File: src/rtl/stereo_pan_gain_stage_defines.svh
// assertion macros for the stereo pan gain stage
`ifndef STEREO_PAN_GAIN_STAGE_DEFINES_SVH
`define STEREO_PAN_GAIN_STAGE_DEFINES_SVH

// same-cycle implication, checked out of reset
`define SPG_ASSERT_SAME(label, ante, cons) \
    label: assert property (@(posedge i_clk) disable iff (!i_rst_n) \
        (ante) |-> (cons)) else $error("stereo pan gain stage check failed");

// next-cycle implication, checked out of reset
`define SPG_ASSERT_NEXT(label, ante, cons) \
    label: assert property (@(posedge i_clk) disable iff (!i_rst_n) \
        (ante) |=> (cons)) else $error("stereo pan gain stage check failed");

`endif

File: src/rtl/spg_pkg.sv
// shared types and constants of the stereo pan gain stage
`default_nettype none

package spg_pkg;

    localparam int NUM_VOICES = 32;

    localparam int VIDX_W  = 5;
    localparam int LEVEL_W = 16;
    localparam int BYTE_W  = 8;
    localparam int BASE_W  = 16;
    localparam int TA_W    = 17;

    localparam logic [15:0] CURVE_A  = 16'h4ac8;
    localparam logic [15:0] CURVE_B  = 16'hb538;
    localparam logic [15:0] CURVE_C  = 16'hb818;
    localparam logic [6:0]  SEG_SPAN = 7'h40;

    localparam int APB_ADDR_W = 3;
    localparam int APB_DATA_W = 32;

    localparam logic REG_PAN_BASE     = 1'b0;
    localparam logic REG_PAN_BASE_ALT = 1'b1;

    typedef struct packed {
        logic [VIDX_W-1:0] vidx;
        logic [BYTE_W-1:0] vol;
        logic [TA_W-1:0]   t_left;
        logic [TA_W-1:0]   t_right;
        logic              mono;
        logic              alt;
    } t_s1;

    typedef struct packed {
        logic [VIDX_W-1:0] vidx;
        logic [BYTE_W-1:0] vol;
        logic [BYTE_W-1:0] g_left;
        logic [BYTE_W-1:0] g_right;
        logic              mono;
        logic              alt;
    } t_s2;

    typedef struct packed {
        logic [VIDX_W-1:0] vidx;
        logic [BYTE_W-1:0] vol;
        logic [BYTE_W-1:0] g_left;
        logic [BYTE_W-1:0] g_right;
        logic              mono;
    } t_res;

endpackage

`default_nettype wire

File: src/rtl/spg_vol_curve.sv
// first stage: scaled volume and pan curve factors
`default_nettype none

module spg_vol_curve (
    input  wire logic                          i_clk,
    input  wire logic                          i_rst_n,
    input  wire logic                          i_valid,
    output logic                               o_stall,
    input  wire logic [spg_pkg::VIDX_W-1:0]    i_voice_index,
    input  wire logic [spg_pkg::LEVEL_W-1:0]   i_level_word,
    input  wire logic [spg_pkg::BYTE_W-1:0]    i_volume_scale,
    input  wire logic [spg_pkg::BYTE_W-1:0]    i_pan_position,
    input  wire logic                          i_use_alt_base,
    output logic                               o_valid,
    input  wire logic                          i_stall,
    output spg_pkg::t_s1                       o_data
);

    logic              r_valid;
    spg_pkg::t_s1      r_data;
    spg_pkg::t_s1      n_data;

    logic [7:0]  lvl;
    logic [8:0]  lvl_inc;
    logic [16:0] vol_prod;
    logic        seg_left;
    logic [6:0]  fac_a;
    logic [5:0]  fac_c;
    logic [22:0] prod_a;
    logic [21:0] prod_c;
    logic [spg_pkg::TA_W-1:0] t_a;
    logic [spg_pkg::TA_W-1:0] t_c;

    assign o_stall = r_valid & i_stall;
    assign o_valid = r_valid;
    assign o_data  = r_data;

    always_comb begin
        lvl      = i_level_word[15:8];
        lvl_inc  = (lvl == 8'd0) ? 9'd0 : ({1'b0, lvl} + 9'd1);
        vol_prod = 17'(i_volume_scale) * 17'(lvl_inc);

        seg_left = ~i_pan_position[6];
        // left half: a side runs 64-p, right half: p-63
        fac_a    = seg_left ? (spg_pkg::SEG_SPAN - i_pan_position[6:0])
                            : ({1'b0, i_pan_position[5:0]} + 7'd1);
        // left half: c side runs p, right half: 127-p
        fac_c    = seg_left ? i_pan_position[5:0] : ~i_pan_position[5:0];
        prod_a   = 23'(fac_a) * 23'(spg_pkg::CURVE_A);
        prod_c   = 22'(fac_c) * 22'(spg_pkg::CURVE_C);
        t_a      = prod_a[22:6] + 17'(spg_pkg::CURVE_B);
        t_c      = 17'(prod_c[21:6]);

        n_data.vidx = i_voice_index;
        n_data.vol  = vol_prod[15:8];
        n_data.alt  = i_use_alt_base;
        n_data.mono = i_pan_position[7];
        if (i_pan_position[7]) begin
            n_data.t_left  = 17'(spg_pkg::CURVE_B);
            n_data.t_right = 17'(spg_pkg::CURVE_B);
        end else if (seg_left) begin
            n_data.t_left  = t_a;
            n_data.t_right = t_c;
        end else begin
            n_data.t_left  = t_c;
            n_data.t_right = t_a;
        end
    end

    always_ff @(posedge i_clk) begin
        if (!i_rst_n) begin
            r_valid <= 1'b0;
        end else if (!o_stall) begin
            r_valid <= i_valid;
        end
    end

    always_ff @(posedge i_clk) begin
        if (!o_stall && i_valid) begin
            r_data <= n_data;
        end
    end

endmodule

`default_nettype wire

File: src/rtl/spg_pan_mul.sv
// second stage: pan factors times scaled volume
`default_nettype none

module spg_pan_mul (
    input  wire logic          i_clk,
    input  wire logic          i_rst_n,
    input  wire logic          i_valid,
    output logic               o_stall,
    input  wire spg_pkg::t_s1  i_data,
    output logic               o_valid,
    input  wire logic          i_stall,
    output spg_pkg::t_s2       o_data
);

    logic              r_valid;
    spg_pkg::t_s2      r_data;
    spg_pkg::t_s2      n_data;
    logic [24:0]       prod_l;
    logic [24:0]       prod_r;

    assign o_stall = r_valid & i_stall;
    assign o_valid = r_valid;
    assign o_data  = r_data;

    always_comb begin
        prod_l         = 25'(i_data.t_left) * 25'(i_data.vol);
        prod_r         = 25'(i_data.t_right) * 25'(i_data.vol);
        n_data.vidx    = i_data.vidx;
        n_data.vol     = i_data.vol;
        n_data.g_left  = prod_l[23:16];
        n_data.g_right = prod_r[23:16];
        n_data.mono    = i_data.mono;
        n_data.alt     = i_data.alt;
    end

    always_ff @(posedge i_clk) begin
        if (!i_rst_n) begin
            r_valid <= 1'b0;
        end else if (!o_stall) begin
            r_valid <= i_valid;
        end
    end

    always_ff @(posedge i_clk) begin
        if (!o_stall && i_valid) begin
            r_data <= n_data;
        end
    end

endmodule

`default_nettype wire

File: src/rtl/spg_base_mul.sv
// third stage: gains times master base, output register
`default_nettype none

module spg_base_mul (
    input  wire logic                         i_clk,
    input  wire logic                         i_rst_n,
    input  wire logic                         i_valid,
    output logic                              o_stall,
    input  wire spg_pkg::t_s2                 i_data,
    input  wire logic [spg_pkg::BASE_W-1:0]   i_pan_base,
    input  wire logic [spg_pkg::BASE_W-1:0]   i_pan_base_alt,
    output logic                              o_valid,
    input  wire logic                         i_stall,
    output spg_pkg::t_res                     o_data
);

    logic              r_valid;
    spg_pkg::t_res     r_data;
    spg_pkg::t_res     n_data;
    logic [spg_pkg::BASE_W-1:0] base;
    logic [23:0]       prod_l;
    logic [23:0]       prod_r;

    assign o_stall = r_valid & i_stall;
    assign o_valid = r_valid;
    assign o_data  = r_data;

    always_comb begin
        base           = i_data.alt ? i_pan_base_alt : i_pan_base;
        prod_l         = 24'(i_data.g_left) * 24'(base);
        prod_r         = 24'(i_data.g_right) * 24'(base);
        n_data.vidx    = i_data.vidx;
        n_data.vol     = i_data.vol;
        n_data.g_left  = prod_l[15:8];
        n_data.g_right = prod_r[15:8];
        n_data.mono    = i_data.mono;
    end

    always_ff @(posedge i_clk) begin
        if (!i_rst_n) begin
            r_valid <= 1'b0;
        end else if (!o_stall) begin
            r_valid <= i_valid;
        end
    end

    always_ff @(posedge i_clk) begin
        if (!o_stall && i_valid) begin
            r_data <= n_data;
        end
    end

endmodule

`default_nettype wire

File: src/rtl/stereo_pan_gain_stage.sv
// Stereo pan gain stage: per voice, forms the scaled volume from the upper
// byte of the level word and the volume scale, maps the pan position through
// a three-segment curve (left half, right half, mono from 128 up) into left
// and right gains, and scales both by the master base that the voice selects.
// Three register stages (volume and curve factors, pan multiply, base multiply
// with the output register) take one item per clock while the output is not
// stalled. A stall holds the pipeline only where a stage is full, so bubbles
// are squeezed out. Items with voice_present low, or a voice index at or above
// the voice count, are accepted and give no result. The two base registers sit
// on the APB port at byte addresses 0 and 4 and should be written while no
// item is in flight.
`default_nettype none

`include "stereo_pan_gain_stage_defines.svh"

module stereo_pan_gain_stage #(
    parameter int NUM_VOICES = spg_pkg::NUM_VOICES
) (
    input  wire logic                              i_clk,
    input  wire logic                              i_rst_n,

    input  wire logic                              psel,
    input  wire logic                              penable,
    input  wire logic                              pwrite,
    input  wire logic [spg_pkg::APB_ADDR_W-1:0]    paddr,
    input  wire logic [spg_pkg::APB_DATA_W-1:0]    pwdata,
    output logic      [spg_pkg::APB_DATA_W-1:0]    prdata,
    output logic                                   pready,

    input  wire logic                              i_valid,
    output logic                                   o_stall,
    input  wire logic [spg_pkg::VIDX_W-1:0]        i_voice_index,
    input  wire logic                              i_voice_present,
    input  wire logic [spg_pkg::LEVEL_W-1:0]       i_level_word,
    input  wire logic [spg_pkg::BYTE_W-1:0]        i_volume_scale,
    input  wire logic [spg_pkg::BYTE_W-1:0]        i_pan_position,
    input  wire logic                              i_use_alt_base,

    output logic                                   o_valid,
    input  wire logic                              i_stall,
    output logic      [spg_pkg::VIDX_W-1:0]        o_out_voice_index,
    output logic      [spg_pkg::BYTE_W-1:0]        o_volume_scaled,
    output logic      [spg_pkg::BYTE_W-1:0]        o_gain_left,
    output logic      [spg_pkg::BYTE_W-1:0]        o_gain_right,
    output logic                                   o_mono_flag
);

    logic [spg_pkg::BASE_W-1:0] r_pan_base;
    logic [spg_pkg::BASE_W-1:0] r_pan_base_alt;
    logic                       cfg_wr;
    logic                       voice_ok;

    logic          s1_valid;
    logic          s1_stall;
    spg_pkg::t_s1  s1_data;
    logic          s2_valid;
    logic          s2_stall;
    spg_pkg::t_s2  s2_data;
    spg_pkg::t_res res;

    // register port
    assign pready = 1'b1;
    assign cfg_wr = psel & penable & pwrite;

    always_ff @(posedge i_clk) begin
        if (!i_rst_n) begin
            r_pan_base     <= '0;
            r_pan_base_alt <= '0;
        end else if (cfg_wr) begin
            unique case (paddr[2])
                spg_pkg::REG_PAN_BASE:     r_pan_base     <= pwdata[spg_pkg::BASE_W-1:0];
                spg_pkg::REG_PAN_BASE_ALT: r_pan_base_alt <= pwdata[spg_pkg::BASE_W-1:0];
                default: ;
            endcase
        end
    end

    always_comb begin
        unique case (paddr[2])
            spg_pkg::REG_PAN_BASE:     prdata = 32'(r_pan_base);
            spg_pkg::REG_PAN_BASE_ALT: prdata = 32'(r_pan_base_alt);
            default:                   prdata = '0;
        endcase
    end

    // absent or out-of-range voices are dropped at entry
    assign voice_ok = i_voice_present &
                      ({4'd0, i_voice_index} < 9'(NUM_VOICES));

    spg_vol_curve u_vol_curve (
        .i_clk          (i_clk),
        .i_rst_n        (i_rst_n),
        .i_valid        (i_valid & voice_ok),
        .o_stall        (o_stall),
        .i_voice_index  (i_voice_index),
        .i_level_word   (i_level_word),
        .i_volume_scale (i_volume_scale),
        .i_pan_position (i_pan_position),
        .i_use_alt_base (i_use_alt_base),
        .o_valid        (s1_valid),
        .i_stall        (s1_stall),
        .o_data         (s1_data)
    );

    spg_pan_mul u_pan_mul (
        .i_clk   (i_clk),
        .i_rst_n (i_rst_n),
        .i_valid (s1_valid),
        .o_stall (s1_stall),
        .i_data  (s1_data),
        .o_valid (s2_valid),
        .i_stall (s2_stall),
        .o_data  (s2_data)
    );

    spg_base_mul u_base_mul (
        .i_clk          (i_clk),
        .i_rst_n        (i_rst_n),
        .i_valid        (s2_valid),
        .o_stall        (s2_stall),
        .i_data         (s2_data),
        .i_pan_base     (r_pan_base),
        .i_pan_base_alt (r_pan_base_alt),
        .o_valid        (o_valid),
        .i_stall        (i_stall),
        .o_data         (res)
    );

    assign o_out_voice_index = res.vidx;
    assign o_volume_scaled   = res.vol;
    assign o_gain_left       = res.g_left;
    assign o_gain_right      = res.g_right;
    assign o_mono_flag       = res.mono;

    `SPG_ASSERT_NEXT(a_absent_dropped, i_valid && !o_stall && !i_voice_present, !s1_valid)
    `SPG_ASSERT_SAME(a_mono_equal, o_valid && o_mono_flag, o_gain_left == o_gain_right)
    `SPG_ASSERT_SAME(a_silent_zero, o_valid && (o_volume_scaled == 8'd0),
                     (o_gain_left == 8'd0) && (o_gain_right == 8'd0))

endmodule

`default_nettype wire

File: config.mk
export PLATFORM = sky130hd
export DESIGN_NAME = stereo_pan_gain_stage
export DESIGN_NICKNAME = d
export VERILOG_FILES = /design/src/rtl/spg_pkg.sv /design/src/rtl/spg_vol_curve.sv /design/src/rtl/spg_pan_mul.sv /design/src/rtl/spg_base_mul.sv /design/src/rtl/stereo_pan_gain_stage.sv
export VERILOG_INCLUDE_DIRS = /design/src /design/src/rtl
export SDC_FILE = /design/constraint.sdc
export NUM_CORES = 1
export LEC_CHECK = 0
export BUFFER_PORTS_ARGS = -buffer_cell sky130_fd_sc_hd__buf_2
export CAP_MARGIN = 10
export CORE_ASPECT_RATIO = 0.8
export CORE_UTILIZATION = 60
export DETAILED_ROUTE_END_ITERATION = 6
export PLACE_DENSITY = 0.81
export SLEW_MARGIN = 10
export SYNTH_ARGS = -nofsm -noshare
export SYNTH_HDL_FRONTEND = slang
export SYNTH_SLANG_ARGS = --single-unit
File: constraint.sdc
create_clock -name i_clk -period 7.56 [get_ports i_clk]
set_input_delay 0.756 -clock i_clk [delete_from_list [all_inputs] [get_ports i_clk]]
set_output_delay 0.756 -clock i_clk [all_outputs]
set_load 0.05 [all_outputs]
==> summary.md, run 1 <==
| Metric | Value |
|---|---|
| Hold Vio Cnt, Final | 0 |
| # IOs | roughly 150 |
| CP peak stage delay | roughly 0.52 ns |
| Vias after detailed routing | approximately 17000 |
| IO buf count | between 100 and 150 |
| DRC violations left | 0 |
| Yosys warns | 0 |
| Crit path DAT | between 6 and 7 ns |
| Worst-skew pair later-pin latency | ~0.47 ns |
| Cell chain of the critical path | buf_2, clkinv_1, o21ai_0, o21ai_0, xnor2_1, ha_1, ha_1, inv_1, fa_1, fa_1, inv_1, ha_1, and4b_4, o2111ai_2, nand2_2, a221oi_2, xnor2_1, nand2_1, or4b_1, nand3_1 |
| Hold Path Class | reg2reg |
| Cts bufs inserted | 17 |
| Status | completed |
| GRT Residual Overflow | 0 |
| Async SR Flop Fraction | 0% |
| Vias per std cell | about 5.7 |
| Initial core utilization | between 60% and 70% |
| Post-CTS setup buffers | 0 |
| Post-CTS Hold Buffers | 0 |
| Net count, final | 3144 |
| Routability Congestion | between 0.8 and 0.9 |
| Detailed placer's ending HPWL | 40.12 mm |
| Cell mode on critical path | ha_1 |
| Top cell type's share of synthesized area | between 30% and 40% |
| Final setup violation count | 0 |
| Depth of the CTS H-tree | 4 |
| Number of diodes | 0 |
| GRT Total Usage | a little over a quarter |
| Max transition margin | between 20% and 30% |
| Most common cell in the netlist | inv_1 |
| CTS tree | yes |
| Number of global-route vias before repair | about 18000 |
| Layout area overhead | 6.144% |
| Crit path max-delay cell type | or4b_1 |
| Die Y | approximately 180 um |
| Critical Path Fanout Max | 19 |
| Synth top area cells | fa_1 (30%), edfxtp_1 (14%), ha_1 (13%), and2_1 (6.9%), inv_1 (6.2%) |
| DRT iter0 DRCs | between 1000 and 1500 |
| Fin Setup TNS | 0 ns |
| First-pass GRT wire length | roughly 86 mm |
| Post-layout min period | just under 6 ns |
| Synth cell types | between 80 and 90 |
| Maxcap violations | 0 |
| Clk root buf | clkbuf_16 |
| Placeable Area | 37440 um^2 |
| Initial antenna violation count | 0 |
| F_max | ~170 MHz |
| Ratio of cells with drive above 1 in the final layout | 8.189% |
| Final critical-path share of the clock period | 78.86% |
| Worst-Margin Slew | around 1.2 ns |
| Worst Setup Path Type | in2reg |
| Seq/Total Area, Yosys | 17.37% |
| Ys flop type | edfxtp_1 |
| Cell count after synthesis | roughly 2400 |
| Post-synth EDFFs | 110 |
| Cell family with most CP delay | adder cells |
| Worst EP required | about 7.9 ns |
| Most common library cells after synthesis | inv_1 (378), nand2_1 (369), fa_1 (349) |
| Wirelength per Cell | around 17 um |
| Yosys reg bits | between 100 and 150 |
| Avg Cell Area, Syn | 9.499 um^2 |
| # rows | between 60 and 70 |
| DRT antenna net count | 0 |
| Die Area | between 30000 and 40000 um^2 |
| Worst Path Buf+Inv | 4 |
| Max clock buf depth | 2 |
| Clk slew on worst S/H paths | ~0.080 ns |
| RSZ-0062 raised after global routing | false |
| Largest net degree at the start of global routing | 50 |
| Slew Viols, Final | 0 |
| Clock sinks | ~150 |
| Cell taking the most area after synthesis | fa_1 |
| Cts repair resizes | 0 |
| First-pass DRT Iterations | 5 |
| Worst Skew | 0.01806 ns |
| Die X | around 220 um |
| Post-Route WL | just over 50 mm |
| Startpoint types | input pin |
| Mapped Area | about 23000 um^2 |
| CP endpoint kind | register |
[flip-flops by register name (all words and copies together), names as in the netlist]
name	cells
r_pan_base_alt	16
u_vol_curve.o_valid	1
u_base_mul.o_valid	1
r_pan_base	16
u_pan_mul.o_valid	1
u_vol_curve.o_data	49
u_base_mul.o_data	30
u_pan_mul.o_data	31
[area by class of cell]
type	instances	area (um^2)
clock buffers	17	425.4
clock inverters	15	136.4
fillers	2876	12970
inverters	380	1426
multi-input cells	1819	17260
flip-flops and latches	145	4004
well taps	487	609.3
repair buffers	115	608.1
[layout by cell type (no fill, tap or decap), types with 4 or more instances in the layout]
cell type / count
o21a_1: 7
nand3b_1: 7
clkbuf_16: 17
conb_1: 17
buf_4: 13
o21ai_0: 27
mux2_2: 31
ha_1: 236
and3_1: 24
xor2_1: 47
inv_6: 6
nand2b_1: 19
a21boi_0: 34
nor2b_1: 13
dfxtp_1: 35
xnor2_1: 71
nor2_1: 75
o211ai_1: 4
o21bai_1: 6
buf_2: 102
a21o_1: 17
a31oi_1: 4
or3_1: 6
nor3_1: 19
nand4_1: 5
a211oi_1: 12
inv_1: 378
nand3_1: 25
a21oi_1: 44
a22oi_1: 4
o21ai_1: 4
a211o_1: 9
nand4b_1: 4
fa_1: 349
and2_1: 254
nand2_1: 369
edfxtp_1: 110
mux2i_1: 10
[kinds of logic (layout without fill, tap and decap cells)]
| logic type | count (synthesis) | after routing | synth area share, % |
|---|---|---|---|
| AO/OA/AOI/OAI | 209 | 209 | 6.546 |
| flip-flops | 145 | 145 | 17.37 |
| other | 2 | 17 | 0.03258 |
| buffers and inverters | 478 | 527 | 8.119 |
| XOR/XNOR | 120 | 120 | 4.624 |
| AND/OR/NAND/NOR | 847 | 847 | 18.25 |
| multiplexers | 41 | 41 | 1.948 |
| adder cells (fa/ha/maj) | 585 | 585 | 43.12 |
[stage by stage]
stage	cells	setup slack, ns	hold slack (ns)	area [um^2]	utilization (%)
5_1_grt	2978	1.249	0.4226	24470	65.35
6_report	2978	1.598	0.4040	24470	65.35
4_1_cts	2978	1.623	0.4089	24470	65.35
2_1_floorplan	2442	1.461	0.4003	23110	-
3_3_place_gp	2946	1.280	0.4013	23910	63.85
3_5_place_dp	2946	1.159	0.4056	23910	63.85
[final timing paths]
kind	from	end	slack [ns]	depth (start not counted)
hold reg to reg	u_vol_curve.o_data[1]	u_pan_mul.o_data[1]	0.40	0
setup reg to reg	u_pan_mul.o_data[0]	u_base_mul.o_data[7]	1.82	17
setup / recovery	i_pan_position[6]	u_vol_curve.o_data[33]	1.60	20
hold / removal	u_vol_curve.o_data[1]	u_pan_mul.o_data[1]	0.40	0
[layer usage]
metal | up-vias | routed length (um) | global-route usage (%)
met4 | 0 | 1093 | 9.237
met5 | - | 0 | 0
met3 | 87 | 3196 | 4.934
met2 | 570 | 25910 | 48.26
li1 | 7745 | - | -
met1 | 8494 | 21160 | 34.15
Power of run 1 is not shown: default switching activity piles up to over one toggle a cycle in this logic, so the estimate is an artifact.
==> run 2: changes to the inputs <==
==> constraint.sdc (replaced) <==
create_clock -name i_clk -period 5.9 [get_ports i_clk]
set_input_delay 0.59 -clock i_clk [delete_from_list [all_inputs] [get_ports i_clk]]
set_output_delay 0.59 -clock i_clk [all_outputs]
set_load 0.05 [all_outputs]
==> run 2 against run 1 <==
Against the previous run: wire length shrank 0.28%; design area grew 0.88%; global-route usage grew 0.068 points; sequential share of layout area shrank 0.14 points; worst hold slack lost 0.078 ns; via count shrank 0.10%.
==> summary.md, run 2 (synthesis gave the netlist of run 1 again) <==
| Metric | Value |
|---|---|
| Layout area overhead | 7.083% |
| Routability Congestion | between 0.8 and 0.9 |
| Worst Setup Path Type | reg2reg |
| # IOs | approximately 150 |
| Commonest non-fill, non-tap cell in the layout | inv_1 |
| CP endpoint kind | register |
| Startpoint types | register |
| Post-CTS setup buffers | 0 |
| Die X | 221.2 um |
| F_max | about 180 MHz |
| Non-filler cells, final | 3007 |
| Die Y | around 180 um |
| Depth of the CTS H-tree | 4 |
| Wirelength per Cell | ~17 um |
| Max FFs per register | just under 50 |
| Vias per std cell | about 5.6 |
| Detailed placer's ending HPWL | 40.00 mm |
| # rows | 63 |
| Commonest cells after routing, fill and taps aside | inv_1 (378), nand2_1 (369), fa_1 (349) |
| Post-layout min period | 5.512 ns |
| Crit path max-delay cell type | edfxtp_1 |
| Worst-Margin Slew | roughly 1.2 ns |
| Hold Vio Cnt, Final | 0 |
| First-pass GRT wire length | between 80 and 90 mm |
| Clk slew on worst S/H paths | ~0.06 ns |
| DRT antenna net count | 0 |
| Clk root buf | clkbuf_16 |
| Crit path DAT | around 5.8 ns |
| Max transition margin | roughly a fifth |
| Clock sinks | ~150 |
| CP peak stage delay | 0.75 ns |
| Number of global-route vias before repair | between 15000 and 20000 |
| GRT Residual Overflow | 0 |
| Max clock buf depth | 2 |
| Ratio of cells with drive above 1 in the final layout | 9.127% |
| GRT Total Usage | a little over a quarter |
| Final setup violation count | 0 |
| RSZ-0062 raised after global routing | false |
| Net count, final | ~3200 |
| CTS tree | yes |
| Placed instance count | ~3000 |
| DRT iter0 DRCs | between 900 and 1000 |
| Number of diodes | 0 |
| Vias after detailed routing | 16880 |
| IO buf count | around 100 |
| Placeable Area | roughly 37000 um^2 |
| Final critical-path share of the clock period | between 90% and 100% |
| Cts repair resizes | 0 |
| Post-Route WL | approximately 51 mm |
| Worst-skew pair later-pin latency | between 0.4 and 0.5 ns |
| Layout Cell Area excl Fill | 24690 um^2 |
| Status | completed |
| Worst Skew | ~0.01 ns |
| Critical Path Fanout Max | 12 |
| Cts bufs inserted | 17 |
| Post-DP Area | 24130 um^2 |
| Post-CTS Hold Buffers | 0 |
| Initial antenna violation count | 0 |
| First-pass DRT Iterations | 5 |
| Slew Viols, Final | 0 |
| Worst EP required | around 6.1 ns |
| Largest net degree at the start of global routing | 50 |
| Cell chain of the critical path | mux2_2, and2_1, fa_1, fa_1, inv_1, fa_1, inv_1, fa_1, ha_1, o21a_1, nor2_1, a21oi_1, a41oi_1, a211oi_2, and2_1, o21ai_0, a221oi_1 |
| DRC violations left | 0 |
| Hold Path Class | in2reg |
| Die Area | between 30000 and 40000 um^2 |
| Maxcap violations | 0 |
| Cell mode on critical path | fa_1 |
| Initial core utilization | ~62% |
[run 2: final timing paths]
path              cells past startpoint                    from  slack [ns]                      to
hold reg to reg                       0  u_vol_curve.o_data[48]        0.41    u_pan_mul.o_data[30]
setup / recovery                     17     u_pan_mul.o_data[0]        0.39    u_base_mul.o_data[7]
setup reg to reg                     17     u_pan_mul.o_data[0]        0.39    u_base_mul.o_data[7]
hold / removal                        1        i_voice_index[2]        0.33  u_vol_curve.o_data[46]
[run 2: worst max-delay path: cells and delay by family (launching register included)]
family | cells | cell delay (ns)
adders and majority gates | 5 | 2.20
buffers and inverters | 2 | 0.10
DFF | 1 | 0.75
AOI/OAI and AO/OA | 6 | 1.33
and+or+nand+nor | 3 | 0.46
muxes | 1 | 0.45
[run 2: area by class of cell]
cell class,count,area (um^2)
inverters,380,1426
flip-flops and latches,145,4004
clock buffers,22,486.7
well taps,487,609.3
clock inverters,10,73.82
repair buffers,144,825.8
fillers,2853,12760
multi-input cells,1819,17260
[run 2: through the flow]
stage	hold slack, ns	utilization, %	TNS, ns	setup slack, ns
3_3_place_gp	0.4013	64.43	0	0.1340
5_1_grt	0.3125	65.93	0	0.09901
2_1_floorplan	0.4003	-	0	0.1428
3_5_place_dp	0.4045	64.43	-0.08016	-0.03394
6_report	0.3256	65.93	0	0.3878
4_1_cts	0.3102	65.93	0	0.3394
[run 2: layer usage]
| layer | part of all wire (%) | vias to the layer above | global-route usage (%) |
|---|---|---|---|
| li1 | - | 7806 | - |
| met1 | 41 | 8418 | 33.56 |
| met4 | 3.1 | 0 | 10.40 |
| met3 | 5.8 | 118 | 4.288 |
| met5 | 0 | - | 0 |
| met2 | 50 | 537 | 49.20 |
Power of run 2 is left out for the same reason.
==> run 3: changes to the inputs <==
--- a/config.mk
+++ b/config.mk
@@ -6,6 +6,7 @@
 export SDC_FILE = /design/constraint.sdc
 export NUM_CORES = 1
 export LEC_CHECK = 0
+export ABC_AREA = 1
 export BUFFER_PORTS_ARGS = -buffer_cell sky130_fd_sc_hd__buf_2
 export CAP_MARGIN = 10
 export CORE_ASPECT_RATIO = 0.8
==> run 3 against run 2 <==
Against the previous run: clock skew grew 0.0043 ns; die area rose by 3.4%; design area up 2.9%; first-iteration DRC count is 52% higher; global-route usage rose by 3.0 points; critical path depth increased by 3; critical path type unchanged; largest cell class unchanged.
==> summary.md, run 3 <==
| Metric | Value |
|---|---|
| Status | completed |
| Clk root buf | clkbuf_16 |
| Worst-skew pair later-pin latency | 0.47 ns |
| Cts bufs inserted | 17 |
| Synth cell types | between 50 and 60 |
| Max transition margin | 22.67% |
| Seq/Total Area, Yosys | approximately 17% |
| RSZ-0062 raised after global routing | false |
| First-pass GRT wire length | a little under 100 mm |
| CTS tree | yes |
| Yosys reg bits | 145 |
| Slew Viols, Final | 0 |
| Post-CTS setup buffers | 0 |
| Mapped Area | roughly 24000 um^2 |
| Hold Path Class | in2reg |
| Multi-input gate area | approximately 17000 um^2 |
| Clk slew on worst S/H paths | ~0.070 ns |
| Cts repair resizes | 0 |
| Crit path max-delay cell type | fa_1 |
| Depth of the CTS H-tree | 4 |
| Fill count | 3138 |
| Most common cell in the netlist | nand2_1 |
| Ratio of cells with drive above 1 in the final layout | 6.297% |
| Layout area overhead | 6.583% |
| Commonest cells after routing, fill and taps aside | nand2_1 (700), inv_1 (682), fa_1 (349) |
| Max clock buf depth | 2 |
| Maxcap violations | 0 |
| Non-filler cells, final | roughly 3600 |
| DRT iter0 DRCs | 1515 |
| F_max | roughly 180 MHz |
| Ys flop type | edfxtp_1 |
| Cell taking the most area after synthesis | fa_1 |
| Storage cell area | between 4000 and 5000 um^2 |
| Worst-Margin Slew | about 1.2 ns |
| Die Area | roughly 41000 um^2 |
| Worst EP required | 6.15 ns |
| Largest net degree at the start of global routing | 51 |
| Crit path DAT | just under 6 ns |
| Wirelength per Cell | roughly 16 um |
| Post-layout min period | approximately 5.5 ns |
| Number of global-route vias before repair | a little over 20000 |
| Cell count after synthesis | roughly 3000 |
| IO buf count | ~100 |
| Fin Setup TNS | 0 ns |
| Most common library cells after synthesis | nand2_1 (700), inv_1 (682), fa_1 (349) |
| Post-Route WL | approximately 58 mm |
| Vias per std cell | 5.431 |
| Net count, final | 3734 |
| Max FFs per register | 49 |
| Commonest non-fill, non-tap cell in the layout | nand2_1 |
| CP peak stage delay | 0.55 ns |
| Cell mode on critical path | inv_1 |
| Die Y | between 150 and 200 um |
| Placeable Area | ~39000 um^2 |
| GRT Total Usage | 30.49% |
| Yosys warns | 0 |
| Cell family with most CP delay | adder cells |
| Hold Vio Cnt, Final | 0 |
| Final critical-path share of the clock period | approximately 94% |
| Die X | between 200 and 250 um |
| Worst Path Buf+Inv | 6 |
| DRC violations left | 0 |
| # rows | 64 |
| Worst Setup Path Type | reg2reg |
| Post-synth EDFFs | 110 |
| Initial core utilization | between 60 and 70% |
| DRT antenna net count | 0 |
| Final setup violation count | 0 |
| CP endpoint kind | register |
| Startpoint types | register |
| GRT Residual Overflow | 0 |
| Placed instance count | between 3000 and 4000 |
| Synth top area cells | fa_1 (29%), edfxtp_1 (14%), ha_1 (12%), nand2_1 (11%), inv_1 (11%) |
| Avg Cell Area, Syn | between 7 and 8 um^2 |
| Top cell type's share of synthesized area | slightly below 30% |
| Async SR Flop Fraction | 0% |
| Critical Path Fanout Max | 11 |
| Vias after detailed routing | a little under 20000 |
| Initial antenna violation count | 0 |
| Cell chain of the critical path | inv_1, nand2_1, o21ai_1, clkinv_1, nand2_1, fa_1, fa_1, inv_1, fa_1, inv_1, fa_1, inv_1, ha_1, a21oi_1, o21ai_0, a21oi_1, o21ai_1, inv_1, nor2_1, a211oi_1 |
| Post-CTS Hold Buffers | 0 |
| Worst Skew | 0.01450 ns |
| Clock sinks | about 150 |
| Number of diodes | 0 |
| # IOs | 146 |
| Detailed placer's ending HPWL | approximately 47 mm |
| First-pass DRT Iterations | 6 |
| Routability Congestion | ~0.95 |
-- run 3: area by class of cell --
class | count | area share (%)
tap | 528 | 2.601
multi-input combinational | 2078 | 66.10
clock inverter | 15 | 0.5763
clock buffer | 17 | 1.675
timing repair buffer | 138 | 3.123
inverter | 688 | 10.17
sequential | 145 | 15.76
-- run 3: path summary, 6_finish.rpt --
path | from | end | slack, ns | cells past startpoint
max | u_pan_mul.o_data[0] | u_base_mul.o_data[14] | 0.38 | 20
min | i_use_alt_base | u_vol_curve.o_data[0] | 0.30 | 1
max reg2reg | u_pan_mul.o_data[0] | u_base_mul.o_data[14] | 0.38 | 20
min reg2reg | u_vol_curve.o_data[46] | u_pan_mul.o_data[28] | 0.42 | 0
-- run 3: kinds of logic after synthesis --
| logic type | share of synthesized area (%) |
|---|---|
| and+or+nand+nor | 18.74 |
| xor gates and xnor gates | 3.601 |
| other | 0.03151 |
| AOI/OAI and AO/OA | 6.063 |
| adders and majority gates | 41.70 |
| DFF | 16.80 |
| buffers and inverters | 13.07 |
-- run 3: per-layer routing --
metal / track usage [%] / routed length (um) / up-vias
met5: 0 / 0 / -
met4: 11.73 / 1873 / 0
met1: 39.97 / 24260 / 9386
li1: - / - / 9185
met3: 5.120 / 4731 / 148
met2: 50.56 / 27580 / 881
-- run 3: through the flow --
stage	worst slack (ns)	utilization [%]	instance area (um^2)	hold WS (ns)
after detailed placement	0.3956	64.20	24830	0.4045
after CTS	0.4920	65.68	25400	0.2861
after floorplan	0.9513	-	23890	0.4003
after global routing	0.2018	65.68	25400	0.2929
final	0.3805	65.68	25400	0.2996
after global placement	0.4536	64.20	24830	0.4022
-- run 3: worst register-to-register path, cell delays in order, from the launching register on --
cell and delay (ns):
edfxtp_1 0.50, inv_1 0.32, nand2_1 0.12, o21ai_1 0.24, clkinv_1 0.42, nand2_1 0.20
fa_1 0.48, fa_1 0.55, inv_1 0.05, fa_1 0.49, inv_1 0.06, fa_1 0.49
inv_1 0.05, ha_1 0.31, a21oi_1 0.20, o21ai_0 0.12, a21oi_1 0.14, o21ai_1 0.14
inv_1 0.08, nor2_1 0.04, a211oi_1 0.29
Power of run 3 is left out for the same reason.
